File: src/nec_ir_pkg.sv
// ----------------------------------------------------------------------------
// NEC IR decoder package
// Shared types and constants for the NEC infrared frame decoder.
// ----------------------------------------------------------------------------
package nec_ir_pkg;

    localparam int TIME_W      = 16;
    localparam int BYTE_BITS   = 8;
    localparam int BIT_IDX_W   = $clog2(BYTE_BITS);
    localparam int CFG_IDX_W   = 3;
    localparam int QUEUE_DEPTH = 2;
    localparam int QPTR_W      = $clog2(QUEUE_DEPTH);
    localparam int QCNT_W      = $clog2(QUEUE_DEPTH + 1);

    localparam logic [BIT_IDX_W-1:0] BIT_LAST = BIT_IDX_W'(BYTE_BITS - 1);

    // Configuration register indexes.
    localparam logic [CFG_IDX_W-1:0] CFG_RELOAD     = 3'd0;
    localparam logic [CFG_IDX_W-1:0] CFG_START_TH   = 3'd1;
    localparam logic [CFG_IDX_W-1:0] CFG_REPEAT_TH  = 3'd2;
    localparam logic [CFG_IDX_W-1:0] CFG_ONE_TH     = 3'd3;
    localparam logic [CFG_IDX_W-1:0] CFG_ZERO_TH    = 3'd4;

    // Reset values of the configuration registers.
    localparam logic [TIME_W-1:0] RST_RELOAD    = 16'hFFFE;
    localparam logic [TIME_W-1:0] RST_START_TH  = 16'd12000;
    localparam logic [TIME_W-1:0] RST_REPEAT_TH = 16'd10000;
    localparam logic [TIME_W-1:0] RST_ONE_TH    = 16'd2000;

    typedef enum logic [1:0] {
        CLS_START,
        CLS_REPEAT,
        CLS_ONE,
        CLS_ZERO
    } t_cls;

    typedef enum logic [2:0] {
        PH_IDLE,
        PH_ADDR,
        PH_ADDRINV,
        PH_CMD,
        PH_CMDINV,
        PH_REPEAT
    } t_phase;

    // One classified item passed from the front end to the back end.
    typedef struct packed {
        logic rd;
        t_cls cls;
    } t_item;

endpackage

File: src/nec_ir_front.sv
// ----------------------------------------------------------------------------
// NEC IR front end
// Holds the timing registers, forms the edge interval and classifies it.
// ----------------------------------------------------------------------------
module nec_ir_front (
    input  logic                              i_clk,
    input  logic                              i_rst_n,
    input  logic                              i_cfg_we,
    input  logic [nec_ir_pkg::CFG_IDX_W-1:0]  i_cfg_index,
    input  logic [nec_ir_pkg::TIME_W-1:0]     i_cfg_data,
    input  logic                              i_accept,
    input  logic                              i_mode,
    input  logic [nec_ir_pkg::TIME_W-1:0]     i_edge_time,
    output nec_ir_pkg::t_item                 o_item
);
    import nec_ir_pkg::*;

    logic [TIME_W-1:0] r_reload;
    logic [TIME_W-1:0] r_start_th;
    logic [TIME_W-1:0] r_repeat_th;
    logic [TIME_W-1:0] r_one_th;
    logic [TIME_W-1:0] r_prev;
    logic [TIME_W-1:0] n_prev;
    logic [TIME_W-1:0] interval;
    t_cls              cls;

    // The zero threshold has no effect: anything not above the one threshold
    // decodes as a zero bit, so a write to that index is dropped.
    always_ff @(posedge i_clk) begin
        if (!i_rst_n) begin
            r_reload    <= RST_RELOAD;
            r_start_th  <= RST_START_TH;
            r_repeat_th <= RST_REPEAT_TH;
            r_one_th    <= RST_ONE_TH;
        end else if (i_cfg_we) begin
            unique case (i_cfg_index)
                CFG_RELOAD:    r_reload    <= i_cfg_data;
                CFG_START_TH:  r_start_th  <= i_cfg_data;
                CFG_REPEAT_TH: r_repeat_th <= i_cfg_data;
                CFG_ONE_TH:    r_one_th    <= i_cfg_data;
                default: ;
            endcase
        end
    end

    // A timer wrap is corrected against the reload value.
    always_comb begin
        if (r_prev > i_edge_time) begin
            interval = r_reload - r_prev + i_edge_time;
        end else begin
            interval = i_edge_time - r_prev;
        end
    end

    always_comb begin
        priority if (interval > r_start_th) begin
            cls = CLS_START;
        end else if (interval > r_repeat_th) begin
            cls = CLS_REPEAT;
        end else if (interval > r_one_th) begin
            cls = CLS_ONE;
        end else begin
            cls = CLS_ZERO;
        end
    end

    // A start restarts the external timer, so the next interval counts from zero.
    always_comb begin
        n_prev = r_prev;
        if (i_accept && !i_mode) begin
            n_prev = (cls == CLS_START) ? '0 : i_edge_time;
        end
    end

    always_ff @(posedge i_clk) begin
        if (!i_rst_n) begin
            r_prev <= '0;
        end else begin
            r_prev <= n_prev;
        end
    end

    assign o_item.rd  = i_mode;
    assign o_item.cls = i_mode ? CLS_ZERO : cls;

endmodule

File: src/nec_ir_queue.sv
// ----------------------------------------------------------------------------
// NEC IR item queue
// Short first-in first-out queue between the front end and the back end.
// ----------------------------------------------------------------------------
module nec_ir_queue (
    input  logic              i_clk,
    input  logic              i_rst_n,
    input  logic              i_push,
    input  nec_ir_pkg::t_item i_item,
    output logic              o_full,
    input  logic              i_pop,
    output logic              o_avail,
    output nec_ir_pkg::t_item o_item
);
    import nec_ir_pkg::*;

    t_item             r_mem [QUEUE_DEPTH];
    logic [QPTR_W-1:0] r_wr_ptr;
    logic [QPTR_W-1:0] r_rd_ptr;
    logic [QCNT_W-1:0] r_count;
    logic              do_pop;

    assign o_full  = (r_count == QCNT_W'(QUEUE_DEPTH));
    assign o_avail = (r_count != '0);
    assign o_item  = r_mem[r_rd_ptr];
    assign do_pop  = i_pop && o_avail;

    always_ff @(posedge i_clk) begin
        if (i_push) begin
            r_mem[r_wr_ptr] <= i_item;
        end
    end

    always_ff @(posedge i_clk) begin
        if (!i_rst_n) begin
            r_wr_ptr <= '0;
            r_rd_ptr <= '0;
            r_count  <= '0;
        end else begin
            if (i_push) begin
                r_wr_ptr <= (r_wr_ptr == QPTR_W'(QUEUE_DEPTH - 1)) ? '0 : r_wr_ptr + 1'b1;
            end
            if (do_pop) begin
                r_rd_ptr <= (r_rd_ptr == QPTR_W'(QUEUE_DEPTH - 1)) ? '0 : r_rd_ptr + 1'b1;
            end
            if (i_push && !do_pop) begin
                r_count <= r_count + 1'b1;
            end else if (!i_push && do_pop) begin
                r_count <= r_count - 1'b1;
            end
        end
    end

endmodule

File: src/nec_ir_back.sv
// ----------------------------------------------------------------------------
// NEC IR back end
// Frame sequencer: shifts in address and command bits, tracks the pending
// key and drives the registered result.
// ----------------------------------------------------------------------------
module nec_ir_back (
    input  logic              i_clk,
    input  logic              i_rst_n,
    input  logic              i_avail,
    input  nec_ir_pkg::t_item i_item,
    output logic              o_pop,
    output logic              o_out_valid,
    input  logic              i_out_stall,
    output logic              o_key_valid,
    output logic [7:0]        o_key_code,
    output logic [7:0]        o_address_code,
    output logic              o_restart_timer,
    output logic              o_frame_done
);
    import nec_ir_pkg::*;

    t_phase                 r_phase, n_phase;
    logic [BIT_IDX_W-1:0]   r_bit_idx, n_bit_idx;
    logic [BYTE_BITS-1:0]   r_addr, n_addr;
    logic [BYTE_BITS-1:0]   r_cmd, n_cmd;
    logic                   r_pending, n_pending;
    logic                   r_out_valid;
    logic                   r_key_valid, n_key_valid;
    logic [BYTE_BITS-1:0]   r_key_code;
    logic [BYTE_BITS-1:0]   r_addr_code;
    logic                   r_restart, n_restart;
    logic                   r_done, n_done;
    logic                   take;
    logic                   bit_edge;
    logic                   is_one;
    logic                   last_bit;

    // The output register frees up when empty or when its result is taken.
    assign take     = i_avail && (!r_out_valid || !i_out_stall);
    assign o_pop    = take;
    assign bit_edge = !i_item.rd && (i_item.cls == CLS_ONE || i_item.cls == CLS_ZERO);
    assign is_one   = (i_item.cls == CLS_ONE);
    assign last_bit = (r_bit_idx == BIT_LAST);

    // Next state of the frame sequencer.
    always_comb begin
        n_phase   = r_phase;
        n_bit_idx = r_bit_idx;
        n_addr    = r_addr;
        n_cmd     = r_cmd;
        n_pending = r_pending;
        if (take) begin
            if (i_item.rd) begin
                n_pending = 1'b0;
            end else if (i_item.cls == CLS_START) begin
                n_phase   = PH_ADDR;
                n_bit_idx = '0;
            end else if (i_item.cls == CLS_REPEAT) begin
                n_phase = PH_REPEAT;
            end else begin
                unique case (r_phase)
                    PH_ADDR: begin
                        n_addr[r_bit_idx] = is_one;
                        n_bit_idx = last_bit ? '0 : r_bit_idx + 1'b1;
                        if (last_bit) n_phase = PH_ADDRINV;
                    end
                    PH_ADDRINV: begin
                        n_bit_idx = last_bit ? '0 : r_bit_idx + 1'b1;
                        if (last_bit) n_phase = PH_CMD;
                    end
                    PH_CMD: begin
                        n_cmd[r_bit_idx] = is_one;
                        n_bit_idx = last_bit ? '0 : r_bit_idx + 1'b1;
                        if (last_bit) n_phase = PH_CMDINV;
                    end
                    PH_CMDINV: begin
                        n_bit_idx = last_bit ? '0 : r_bit_idx + 1'b1;
                        if (last_bit) begin
                            n_phase   = PH_IDLE;
                            n_pending = 1'b1;
                        end
                    end
                    default: ;
                endcase
            end
        end
    end

    // Result flags of the item being taken.
    always_comb begin
        n_key_valid = i_item.rd && r_pending;
        n_restart   = !i_item.rd && (i_item.cls == CLS_START);
        n_done      = bit_edge && (r_phase == PH_CMDINV) && last_bit;
    end

    always_ff @(posedge i_clk) begin
        if (!i_rst_n) begin
            r_phase     <= PH_IDLE;
            r_bit_idx   <= '0;
            r_addr      <= '0;
            r_cmd       <= '0;
            r_pending   <= 1'b0;
            r_out_valid <= 1'b0;
        end else begin
            r_phase   <= n_phase;
            r_bit_idx <= n_bit_idx;
            r_addr    <= n_addr;
            r_cmd     <= n_cmd;
            r_pending <= n_pending;
            if (take) begin
                r_out_valid <= 1'b1;
            end else if (!i_out_stall) begin
                r_out_valid <= 1'b0;
            end
        end
    end

    always_ff @(posedge i_clk) begin
        if (take) begin
            r_key_valid <= n_key_valid;
            r_key_code  <= n_cmd;
            r_addr_code <= n_addr;
            r_restart   <= n_restart;
            r_done      <= n_done;
        end
    end

    assign o_out_valid     = r_out_valid;
    assign o_key_valid     = r_key_valid;
    assign o_key_code      = r_key_code;
    assign o_address_code  = r_addr_code;
    assign o_restart_timer = r_restart;
    assign o_frame_done    = r_done;

endmodule

File: src/nec_ir_frame_decoder_unit.sv
// ----------------------------------------------------------------------------
// NEC IR frame decoder unit
// Path: an accepted item is written into the queue, then taken from it into the output register.
// Throughput: one item per cycle while the output is not stalled, set by the two-entry queue and output register.
// Reset: synchronous; configuration registers return to defaults, no frame, no key pending.
// ----------------------------------------------------------------------------
module nec_ir_frame_decoder_unit (
    input  logic                              i_clk,
    input  logic                              i_rst_n,
    input  logic                              i_cfg_we,
    input  logic [nec_ir_pkg::CFG_IDX_W-1:0]  i_cfg_index,
    input  logic [nec_ir_pkg::TIME_W-1:0]     i_cfg_data,
    input  logic                              i_in_valid,
    output logic                              o_in_stall,
    input  logic                              i_mode,
    input  logic [nec_ir_pkg::TIME_W-1:0]     i_edge_time,
    output logic                              o_out_valid,
    input  logic                              i_out_stall,
    output logic                              o_key_valid,
    output logic [7:0]                        o_key_code,
    output logic [7:0]                        o_address_code,
    output logic                              o_restart_timer,
    output logic                              o_frame_done
);
    import nec_ir_pkg::*;

    logic  accept;
    logic  q_full;
    logic  q_avail;
    logic  q_pop;
    t_item front_item;
    t_item back_item;

    assign o_in_stall = q_full;
    assign accept     = i_in_valid && !q_full;

    nec_ir_front u_front (
        .i_clk       (i_clk),
        .i_rst_n     (i_rst_n),
        .i_cfg_we    (i_cfg_we),
        .i_cfg_index (i_cfg_index),
        .i_cfg_data  (i_cfg_data),
        .i_accept    (accept),
        .i_mode      (i_mode),
        .i_edge_time (i_edge_time),
        .o_item      (front_item)
    );

    nec_ir_queue u_queue (
        .i_clk   (i_clk),
        .i_rst_n (i_rst_n),
        .i_push  (accept),
        .i_item  (front_item),
        .o_full  (q_full),
        .i_pop   (q_pop),
        .o_avail (q_avail),
        .o_item  (back_item)
    );

    nec_ir_back u_back (
        .i_clk           (i_clk),
        .i_rst_n         (i_rst_n),
        .i_avail         (q_avail),
        .i_item          (back_item),
        .o_pop           (q_pop),
        .o_out_valid     (o_out_valid),
        .i_out_stall     (i_out_stall),
        .o_key_valid     (o_key_valid),
        .o_key_code      (o_key_code),
        .o_address_code  (o_address_code),
        .o_restart_timer (o_restart_timer),
        .o_frame_done    (o_frame_done)
    );

endmodule

File: config.mk
export PLATFORM = sky130hd
export DESIGN_NAME = nec_ir_frame_decoder_unit
export DESIGN_NICKNAME = d
export VERILOG_FILES = /design/src/nec_ir_pkg.sv /design/src/nec_ir_front.sv /design/src/nec_ir_queue.sv /design/src/nec_ir_back.sv /design/src/nec_ir_frame_decoder_unit.sv
export SDC_FILE = /design/constraint.sdc
export NUM_CORES = 1
export LEC_CHECK = 0
export BUFFER_PORTS_ARGS = -buffer_cell sky130_fd_sc_hd__buf_2
export CORE_ASPECT_RATIO = 1.4
export CORE_MARGIN = 10
export CORE_UTILIZATION = 60
export DETAILED_ROUTE_END_ITERATION = 6
export PLACE_DENSITY = 0.79
export SYNTH_ARGS = -nofsm -noshare
export SYNTH_HDL_FRONTEND = slang
export SYNTH_SLANG_ARGS = --single-unit
File: constraint.sdc
create_clock -name i_clk -period 12.3 [get_ports i_clk]
set_clock_uncertainty 0.15 [all_clocks]
set_input_delay 1.23 -clock i_clk [delete_from_list [all_inputs] [get_ports i_clk]]
set_output_delay 1.23 -clock i_clk [all_outputs]
set_load 0.02 [all_outputs]
==> summary.txt, run 1 <==
outcome = finished, final reports clean
die width = 120 um
share of cells above drive strength 1 = 0.109
DRC viols = 0
largest net degree at the start of global routing = 96
I/O Buffers = 61
overall routed net length = 19800 um
Top Ports = 62
cells after synthesis = 962
pwr dens = 169 nW/um2
delay-heaviest family, CP = simple AND/OR/NAND/NOR gates
CP endpoint kind = flip-flop
internal power = 1.05 mW
critical path buffer and inverter count = 3
iteration-0 DRC count of the detailed router = 388
CTS Hold Buffers Added = 0
CP peak stage delay = 620 ps
mean post-synth cell area = 8.78 um2
Max VDD drop = 0.000104 V
Mapped Nets = 1102
fin util = 0.685
num rows = 51
Setup-failing EPs final = 0
post-CTS sizing = 0
initial antenna violation count = 0
Clk pwr share = 0.317
Non-Filler Instances = 1212
Max-slew headroom = 0.411
Clock Sinks = 134
Pleak = 4.11 nW
Initial Util = 0.610
# placed instances = 1180
fraction of registers with async set or reset after synthesis = 0
ANT nets after route = 0
slowest stage cell, crit path = or4_1
hpwl dp = 15200 um
synth warn = 0
Seq/Total Area, Yosys = 0.347
Crit Path Class = input pin to flip-flop
worst hold margin = 315 ps
Vias = 6812
Pwr Total = 1.60 mW
Clock Path Buffers = 2
Post-CTS Setup Repair Bufs = 0
vias in the first global route = 7034
first-pass GRT wire length = 33100 um
ys flop type = dfxtp_1
n_diodes = 0
Synth top area share = 0.258
Post-synth EDFFs = 25
Crit Path Max Fanout = 25
Worst-Margin Slew = 884 ps
Chip Height = 160 um
pre-CTS WS = 6140 ps
setup ws final = 6490 ps
WP data arrival = 6020 ps
die area = 19300 um2
fin crit share = 0.472
WL/cell = 16.4 um
CTS tree = built
GRT Total Usage = 0.211
Final Max Tran Viols = 0
fin crit period = 5810 ps
Hold Path Class = flip-flop to flip-flop
Netlist Area Pre-Place = 8440 um2
placeable core region = 13800 um2
Final Wtd Congestion = 0.914
max-capacitance violation count = 0
Flop pwr share = 0.332
clk slew on worst S/H paths = 60 ps
Yosys reg bits = 134
worst endpoint required time = 12520 ps
Distinct cells, synth = 63
total grt overflow = 0
Layout area overhead = 12.3%
CP Cell Sequence = buf_2 > inv_1 > ha_1 > inv_1 > fa_1 > a21o_1 > a221oi_4 > a2111oi_1 > or2_1 > or4_1 > nand4_1 > ha_1 > nand4_1 > nor4_1 > or3_1 > o221a_2 > a22o_1
nets = 1154
drt pass-1 iters = 5
CTS HTree Levels = 4
clock buffer count from CTS = 17
Gate power share = 0.351
critical path launch point type = input pin
Fmax = 0.172 GHz
switching power = 0.559 mW
area leader, netlist = dfxtp_1
Switching Fraction = 0.348
fin area = 9480 um2
Vias/cell = 5.62
setup TNS = 0 ps
largest cells by area after synthesis = dfxtp_1 (26%), ha_1 (12%), edfxtp_1 (8.9%), inv_1 (5.8%), nand2_1 (5.7%)
Placed Area = 8890 um2
final hold vios = 0
root buffer cell = clkbuf_16
unrepaired setup endpoints after global routing = false
clock latency on the worst-skew pair = 430 ps
==> final cells by class <==
| class | count | area [um2] |
|---|---|---|
| clock buffer | 19 | 433 |
| timing repair buffer | 64 | 328 |
| clock inverter | 13 | 158 |
| inverter | 131 | 492 |
| tap | 185 | 231 |
| fill | 1168 | 4370 |
| multi-input combinational | 666 | 4900 |
| sequential | 134 | 2930 |
==> worst min-delay path: stages (launching register included) <==
cell and delay [ps]:
dfxtp_1 310, nand2_1 50, a21boi_0 60
==> synthesized netlist by cell type (6+ instances only) <==
library cell and instances:
a211oi_1 8, a21boi_0 39, a21o_1 16, a21oi_1 35, a22o_1 16, and2_1 27
and3_1 10, clkbuf_1 28, dfxtp_1 109, edfxtp_1 25, fa_1 16, ha_1 83
inv_1 131, mux2_1 9, mux2_2 9, mux2i_1 7, nand2_1 129, nand2b_1 13
nand3_1 14, nand4_1 12, nor2_1 35, nor2b_1 11, nor3_1 10, nor3b_1 7
o211ai_1 45, o21a_1 7, o21ai_0 17, o21ai_1 6, xnor2_1 12, xor2_1 12
==> metal layers <==
layer | routed length [um] | track usage | part of all wire
met5 | 0 | 0 | 0
met1 | 8100 | 0.228 | 0.41
met4 | 660 | 0.107 | 0.033
met3 | 807 | 0.0442 | 0.041
met2 | 10300 | 0.377 | 0.52
==> layout by cell type (no fill, tap or decap), types with 10 or more instances in the layout <==
master | netlist | layout
ha_1 | 83 | 83
nor2b_1 | 11 | 11
nand3_1 | 14 | 14
nor2_1 | 35 | 35
nand2b_1 | 13 | 13
xnor2_1 | 12 | 12
dfxtp_1 | 109 | 109
a21boi_0 | 39 | 39
buf_2 | 2 | 61
nand2_1 | 129 | 129
and3_1 | 10 | 10
a21oi_1 | 35 | 35
o21ai_0 | 17 | 17
xor2_1 | 12 | 12
edfxtp_1 | 25 | 25
clkbuf_16 | 0 | 17
nand4_1 | 12 | 12
inv_1 | 131 | 131
fa_1 | 16 | 16
a22o_1 | 16 | 16
and2_1 | 27 | 27
o211ai_1 | 45 | 45
a21o_1 | 16 | 16
==> flip-flops by register name, indices dropped and copies added (netlist names), 2 cells and up, named ones only <==
signal	cells
u_front.r_reload	16
u_queue.r_mem	6
u_back.r_bit_idx	3
u_back.r_phase	3
u_back.o_key_code	8
u_front.r_one_th	16
u_back.r_addr	8
u_front.r_prev	16
u_back.o_address_code	8
u_queue.r_count	2
u_front.r_repeat_th	16
u_front.r_start_th	16
u_back.r_cmd	8
==> logic make-up (layout without fill, tap and decap cells) <==
logic type / after synthesis / count (layout) / synth area share
compound gates: 224 / 224 / 0.193
simple gates: 294 / 294 / 0.170
buf+inv: 162 / 227 / 0.0723
mux: 25 / 25 / 0.0323
xor+xnor: 24 / 24 / 0.0249
fa+ha+maj: 99 / 99 / 0.161
flops: 134 / 134 / 0.347
==> power by group through the flow <==
| stage | clock, mW | combinational, mW | sequential, mW |
|---|---|---|---|
| after global placement | 0 | 0.550 | 0.540 |
| after CTS | 0.514 | 0.565 | 0.532 |
| after global routing | 0.535 | 0.635 | 0.537 |
| after floorplan | 0 | 0.386 | 0.567 |
| final | 0.509 | 0.563 | 0.532 |
| after detailed placement | 0 | 0.559 | 0.541 |
==> final timing paths <==
kind / from / end / slack (ps) / cells after the start
hold / removal: u_front.r_one_th[5]$_SDFFE_PN0P_ / u_front.r_one_th[5]$_SDFFE_PN0P_ / 310 / 2
hold reg to reg: u_front.r_one_th[5]$_SDFFE_PN0P_ / u_front.r_one_th[5]$_SDFFE_PN0P_ / 310 / 2
setup reg to reg: u_front.r_prev[0]$_SDFFE_PN0P_ / u_front.r_prev[10]$_SDFFE_PN0P_ / 7080 / 15
setup / recovery: i_edge_time[0] / u_front.r_prev[10]$_SDFFE_PN0P_ / 6490 / 17
Power figures use the tool's default switching activity.
==> inputs of run 2 (changes only) <==
==> constraint.sdc (replaced) <==
create_clock -name i_clk -period 5.9 [get_ports i_clk]
set_clock_uncertainty 0.15 [all_clocks]
set_input_delay 0.59 -clock i_clk [delete_from_list [all_inputs] [get_ports i_clk]]
set_output_delay 0.59 -clock i_clk [all_outputs]
set_load 0.02 [all_outputs]
==> run 2 against run 1 <==
Net effect:
- sequential share of layout area down 0.061 points
- hold slack worse by 70 ps
- wire length up 1.8%
- highest routed layer unchanged
- cell count up 0.41%
- sequential power up 110%
- flip-flop and latch count unchanged
- die area unchanged
- register-to-register slack worse by 6300 ps
==> summary.txt, run 2 (synthesis gave the netlist of run 1 again) <==
CTS tree = built (unchanged)
Crit Path Class = input pin to flip-flop (unchanged)
Clock Sinks = 134 (unchanged)
max-capacitance violation count = 0 (unchanged)
commonest cells after routing, fill and taps aside = inv_1 (131), nand2_1 (129), dfxtp_1 (109), ha_1 (83), buf_2 (61) (unchanged)
CP peak stage delay = 700 ps (was 620 ps)
Final Wtd Congestion = 0.985 (was 0.914)
Post-CTS Setup Repair Bufs = 0 (unchanged)
Pleak = 4.12 nW (was 4.11 nW)
n_diodes = 0 (unchanged)
WL/cell = 16.6 um (was 16.4 um)
die width = 120 um (unchanged)
ANT nets after route = 0 (unchanged)
vias in the first global route = 7246 (was 7034)
commonest non-fill, non-tap cell in the layout = inv_1 (unchanged)
setup TNS = 0 ps (unchanged)
Max-slew headroom = 0.417 (was 0.411)
Pwr Total = 3.32 mW (was 1.60 mW)
CP Cell Sequence = buf_2 > inv_1 > fa_1 > inv_1 > ha_1 > a211oi_1 > o21ai_1 > a211o_1 > o211a_1 > o211ai_1 > nand4_1 > ha_1 > nand4_1 > nor4_1 > or3_1 > o221a_2 > a22o_1 (was buf_2 > inv_1 > ha_1 > inv_1 > fa_1 > a21o_1 > a221oi_4 > a2111oi_1 > or2_1 > or4_1 > nand4_1 > ha_1 > nand4_1 > nor4_1 > or3_1 > o221a_2 > a22o_1)
Placed Area = 8930 um2 (was 8890 um2)
pwr dens = 350 nW/um2 (was 169 nW/um2)
overall routed net length = 20200 um (was 19800 um)
placeable core region = 13800 um2 (unchanged)
iteration-0 DRC count of the detailed router = 370 (was 388)
I/O Buffers = 61 (unchanged)
Fmax = 0.194 GHz
post-CTS sizing = 0 (unchanged)
unrepaired setup endpoints after global routing = false (unchanged)
clock buffer count from CTS = 17 (unchanged)
CTS Hold Buffers Added = 0 (unchanged)
Hold Path Class = input pin to flip-flop (was flip-flop to flip-flop)
GRT Total Usage = 0.212 (was 0.211)
final hold vios = 0 (unchanged)
largest net degree at the start of global routing = 66 (was 96)
first-pass GRT wire length = 33400 um (was 33100 um)
Top Ports = 62 (unchanged)
die area = 19300 um2 (unchanged)
Final Max Tran Viols = 0 (unchanged)
Vias = 7023 (was 6812)
Initial Util = 0.610 (unchanged)
CTS HTree Levels = 4 (unchanged)
initial antenna violation count = 0 (unchanged)
fin util = 0.686 (was 0.685)
DRC viols = 0 (unchanged)
drt pass-1 iters = 5 (unchanged)
hpwl dp = 15300 um (was 15200 um)
critical path launch point type = input pin (unchanged)
fin crit period = 5150 ps
nets = 1159 (was 1154)
critical path buffer and inverter count = 3 (unchanged)
Non-Filler Instances = 1217 (was 1212)
CP endpoint kind = flip-flop (unchanged)
Crit Path Max Fanout = 16 (was 25)
WP data arrival = 5370 ps (was 6020 ps)
worst endpoint required time = 6130 ps (was 12520 ps)
Worst-Margin Slew = 850 ps (was 884 ps)
Clock Path Buffers = 2 (unchanged)
Setup-failing EPs final = 0 (unchanged)
fin area = 9500 um2 (was 9480 um2)
Layout area overhead = 12.5% (was 12.3%)
root buffer cell = clkbuf_16 (unchanged)
clk slew on worst S/H paths = 60 ps (about the same)
# placed instances = 1185 (was 1180)
share of cells above drive strength 1 = 0.116 (was 0.109)
fin crit share = 0.872
outcome = finished, final reports clean (unchanged)
total grt overflow = 0 (unchanged)
clock latency on the worst-skew pair = 430 ps (about the same)
Vias/cell = 5.77 (was 5.62)
slowest stage cell, crit path = nor4_1 (was or4_1)
num rows = 51 (unchanged)
Chip Height = 160 um (unchanged)
Max VDD drop = 0.000208 V (was 0.000104 V)
delay-heaviest family, CP = compound AO/OA/AOI/OAI gates (was simple AND/OR/NAND/NOR gates)
-- run 2: changes by cell type in the layout (fill, tap and decap cells not counted), sizes merged --
cell	before	now
bufinv	3	1
clkinvlp	1	4
inv	133	136
clkbuf	19	17
clkinv	7	5
buf	64	69
-- run 2: stage by stage --
step / setup WS, ps / hold slack (ps)
2_1_floorplan: 1140 / 293
3_3_place_gp: 489 / 301
3_5_place_dp: 384 / 309
4_1_cts: 803 / 237
5_1_grt: 355 / 239
6_report: 754 / 245
-- run 2: final timing paths --
kind                                       start                             endpoint  slack [ps]  cells past startpoint
max                               i_edge_time[1]       u_front.r_prev[5]$_SDFFE_PN0P_         750                     17
max reg2reg     u_front.r_reload[1]$_SDFFE_PN1P_       u_front.r_prev[5]$_SDFFE_PN0P_         790                     16
min                              i_edge_time[15]      u_front.r_prev[15]$_SDFFE_PN0P_         240                      2
min reg2reg  u_front.r_repeat_th[5]$_SDFFE_PN0P_  u_front.r_repeat_th[5]$_SDFFE_PN0P_         310                      2
-- run 2: routing by layer --
| metal | vias up | part of all wire | track usage |
|---|---|---|---|
| li1 | 3460 | - | - |
| met1 | 3341 | 0.40 | 0.225 |
| met2 | 162 | 0.52 | 0.386 |
| met3 | 60 | 0.039 | 0.0407 |
| met4 | 0 | 0.041 | 0.113 |
| met5 | - | 0 | 0 |
-- run 2: area by class of cell --
class	instances	area, um2
sequential	134	2930
tap	185	231
inverter	131	492
fill	1169	4350
clock buffer	17	425
timing repair buffer	69	365
clock inverter	15	146
multi-input combinational	666	4900
-- run 2: power breakdown --
| part | switching [mW] | internal (mW) |
|---|---|---|
| sequential | 0.0543 | 1.06 |
| clock | 0.434 | 0.587 |
| combinational | 0.720 | 0.473 |
==> inputs of run 3 (changes only) <==
--- a/config.mk
+++ b/config.mk
@@ -11,6 +11,7 @@
 export CORE_UTILIZATION = 60
 export DETAILED_ROUTE_END_ITERATION = 6
 export PLACE_DENSITY = 0.79
+export RECOVER_POWER = 25
 export SYNTH_ARGS = -nofsm -noshare
 export SYNTH_HDL_FRONTEND = slang
 export SYNTH_SLANG_ARGS = --single-unit
==> run 3 against run 2 <==
Net effect:
- the flow now finishes with violations (capacitance limit, slew limit)
- utilization is 0.30 points lower
- combinational power hardly changed
- count of clock-buffer cells in the layout stayed put
- global-route usage stayed put
- setup slack better by 5.2 ps
- wire length is 0.43% higher
- largest power group unchanged
- highest routed layer unchanged
==> summary.txt, run 3 (synthesis gave the netlist of run 1 again) <==
CP Cell Sequence = buf_2 > inv_1 > fa_1 > inv_1 > ha_1 > a211oi_1 > o21ai_1 > a211o_1 > o211a_1 > o211ai_1 > nand4_1 > ha_1 > nand4_1 > nor4_1 > or3_1 > o221a_2 > a22o_1 (unchanged)
total grt overflow = 0 (unchanged)
Layout area overhead = 12.0% (was 12.5%)
DRC viols = 0 (unchanged)
Clk pwr share = 0.308 (was 0.307)
Max VDD drop = 0.000206 V (was 0.000208 V)
first-pass GRT wire length = 33400 um (unchanged)
Pleak = 4.03 nW (was 4.12 nW)
critical path launch point type = input pin (unchanged)
clock latency on the worst-skew pair = 430 ps (about the same)
Clock Path Buffers = 2 (unchanged)
fin crit period = 5140 ps (was 5150 ps)
ANT nets after route = 0 (unchanged)
pwr dens = 350 nW/um2 (about the same)
num rows = 51 (unchanged)
M1 WL = 8230 um (was 8160 um)
GRT Total Usage = 0.212 (unchanged)
commonest cells after routing, fill and taps aside = inv_1 (131), nand2_1 (129), dfxtp_1 (109), ha_1 (83), o211ai_1 (45) (was inv_1 (131), nand2_1 (129), dfxtp_1 (109), ha_1 (83), buf_2 (61))
I/O Buffers = 61 (unchanged)
Fmax = 0.195 GHz (was 0.194 GHz)
fin area = 9460 um2 (was 9500 um2)
CTS HTree Levels = 4 (unchanged)
Final Max Tran Viols = 66 (was 0)
fin crit share = 0.871 (was 0.872)
Top Ports = 62 (unchanged)
Post-CTS Setup Repair Bufs = 0 (unchanged)
final hold vios = 0 (unchanged)
Flop pwr share = 0.335 (was 0.334)
root buffer cell = clkbuf_16 (unchanged)
share of cells above drive strength 1 = 0.0891 (was 0.116)
Final Wtd Congestion = 0.985 (unchanged)
post-CTS sizing = 0 (unchanged)
switching power = 1.21 mW (about the same)
drt pass-1 iters = 6 (was 5)
overall routed net length = 20300 um (was 20200 um)
worst endpoint required time = 6130 ps (about the same)
hpwl dp = 15300 um (unchanged)
met2 wire len = 10500 um (was 10400 um)
Worst-Margin Slew = 2570 ps (was 850 ps)
Vias/cell = 5.78 (was 5.77)
initial antenna violation count = 0 (unchanged)
Hold Path Class = input pin to flip-flop (unchanged)
unrepaired setup endpoints after global routing = false (unchanged)
clk slew on worst S/H paths = 60 ps (about the same)
WP data arrival = 5370 ps (about the same)
Setup-failing EPs final = 0 (unchanged)
Clock Sinks = 134 (unchanged)
Max-slew headroom = -0.710 (was 0.417)
CTS tree = built (unchanged)
commonest non-fill, non-tap cell in the layout = inv_1 (unchanged)
die width = 120 um (unchanged)
internal power = 2.10 mW (was 2.12 mW)
Initial Util = 0.610 (unchanged)
delay-heaviest family, CP = compound AO/OA/AOI/OAI gates (unchanged)
Crit Path Class = input pin to flip-flop (unchanged)
WL/cell = 16.7 um (was 16.6 um)
Crit Path Max Fanout = 16 (unchanged)
CP endpoint kind = flip-flop (unchanged)
max-capacitance violation count = 1 (was 0)
routed wl met3 = 766 um (was 787 um)
failing checks = capacitance limit, slew limit
Chip Height = 160 um (unchanged)
vias in the first global route = 7246 (unchanged)
Vias = 7030 (was 7023)
iteration-0 DRC count of the detailed router = 407 (was 370)
nets = 1159 (unchanged)
fill cell instance count of the final layout = 1183 (was 1169)
clock buffer count from CTS = 17 (unchanged)
setup TNS = 0 ps (unchanged)
Switching Fraction = 0.366 (was 0.363)
n_diodes = 0 (unchanged)
Gate power share = 0.357 (was 0.359)
die area = 19300 um2 (unchanged)
CTS Hold Buffers Added = 0 (unchanged)
placeable core region = 13800 um2 (unchanged)
outcome = finished, violations left (was finished, final reports clean)
largest net degree at the start of global routing = 66 (unchanged)
critical path buffer and inverter count = 3 (unchanged)
Placed Area = 8930 um2 (unchanged)
DR top layer = met4 (unchanged)
slowest stage cell, crit path = nor4_1 (unchanged)
CP peak stage delay = 690 ps (was 700 ps)
[run 3: cell types whose count changed in the layout (fill, tap and decap cells not counted), sizes merged]
cell	delta
buf	-27
clkbuf	+27
[run 3: cell type report]
type,instances,area [um2],area share
clock buffer,17,425,0.0450
clock inverter,15,146,0.0155
inverter,131,492,0.0520
multi-input combinational,666,4900,0.519
sequential,134,2930,0.310
tap,185,231,0.0245
timing repair buffer,69,324,0.0343
[run 3: metal layers]
layer  vias to the layer above  track usage
met5                         -            0
met4                         0        0.113
met3                        59       0.0407
met2                       156        0.386
met1                      3349        0.225
li1                       3466            -
[run 3: through the flow]
| step | std cells | utilization | total power, mW | hold slack, ps | setup WS (ps) |
|---|---|---|---|---|---|
| floorplan | 962 | - | 1.99 | 293 | 1140 |
| finish | 1217 | 0.683 | 3.31 | 244 | 759 |
| global placement | 1185 | 0.645 | 2.28 | 301 | 489 |
| CTS | 1217 | 0.686 | 3.34 | 237 | 803 |
| global route | 1217 | 0.683 | 3.52 | 239 | 355 |
| detailed placement | 1185 | 0.645 | 2.31 | 309 | 384 |
[run 3: final timing paths]
kind / startpoint / cells past startpoint / to / slack, ps
max: i_edge_time[1] / 17 / u_front.r_prev[5]$_SDFFE_PN0P_ / 760
min: i_edge_time[15] / 2 / u_front.r_prev[15]$_SDFFE_PN0P_ / 240
max reg2reg: u_front.r_reload[1]$_SDFFE_PN1P_ / 16 / u_front.r_prev[5]$_SDFFE_PN0P_ / 790
min reg2reg: u_front.r_repeat_th[5]$_SDFFE_PN0P_ / 2 / u_front.r_repeat_th[5]$_SDFFE_PN0P_ / 320
[run 3: power by group through the flow]
stage	clock, mW	sequential [mW]	combinational, mW
after global routing	1.08	1.12	1.32
after global placement	0	1.13	1.16
after CTS	1.03	1.11	1.19
final	1.02	1.11	1.18
after detailed placement	0	1.13	1.18
after floorplan	0	1.18	0.805
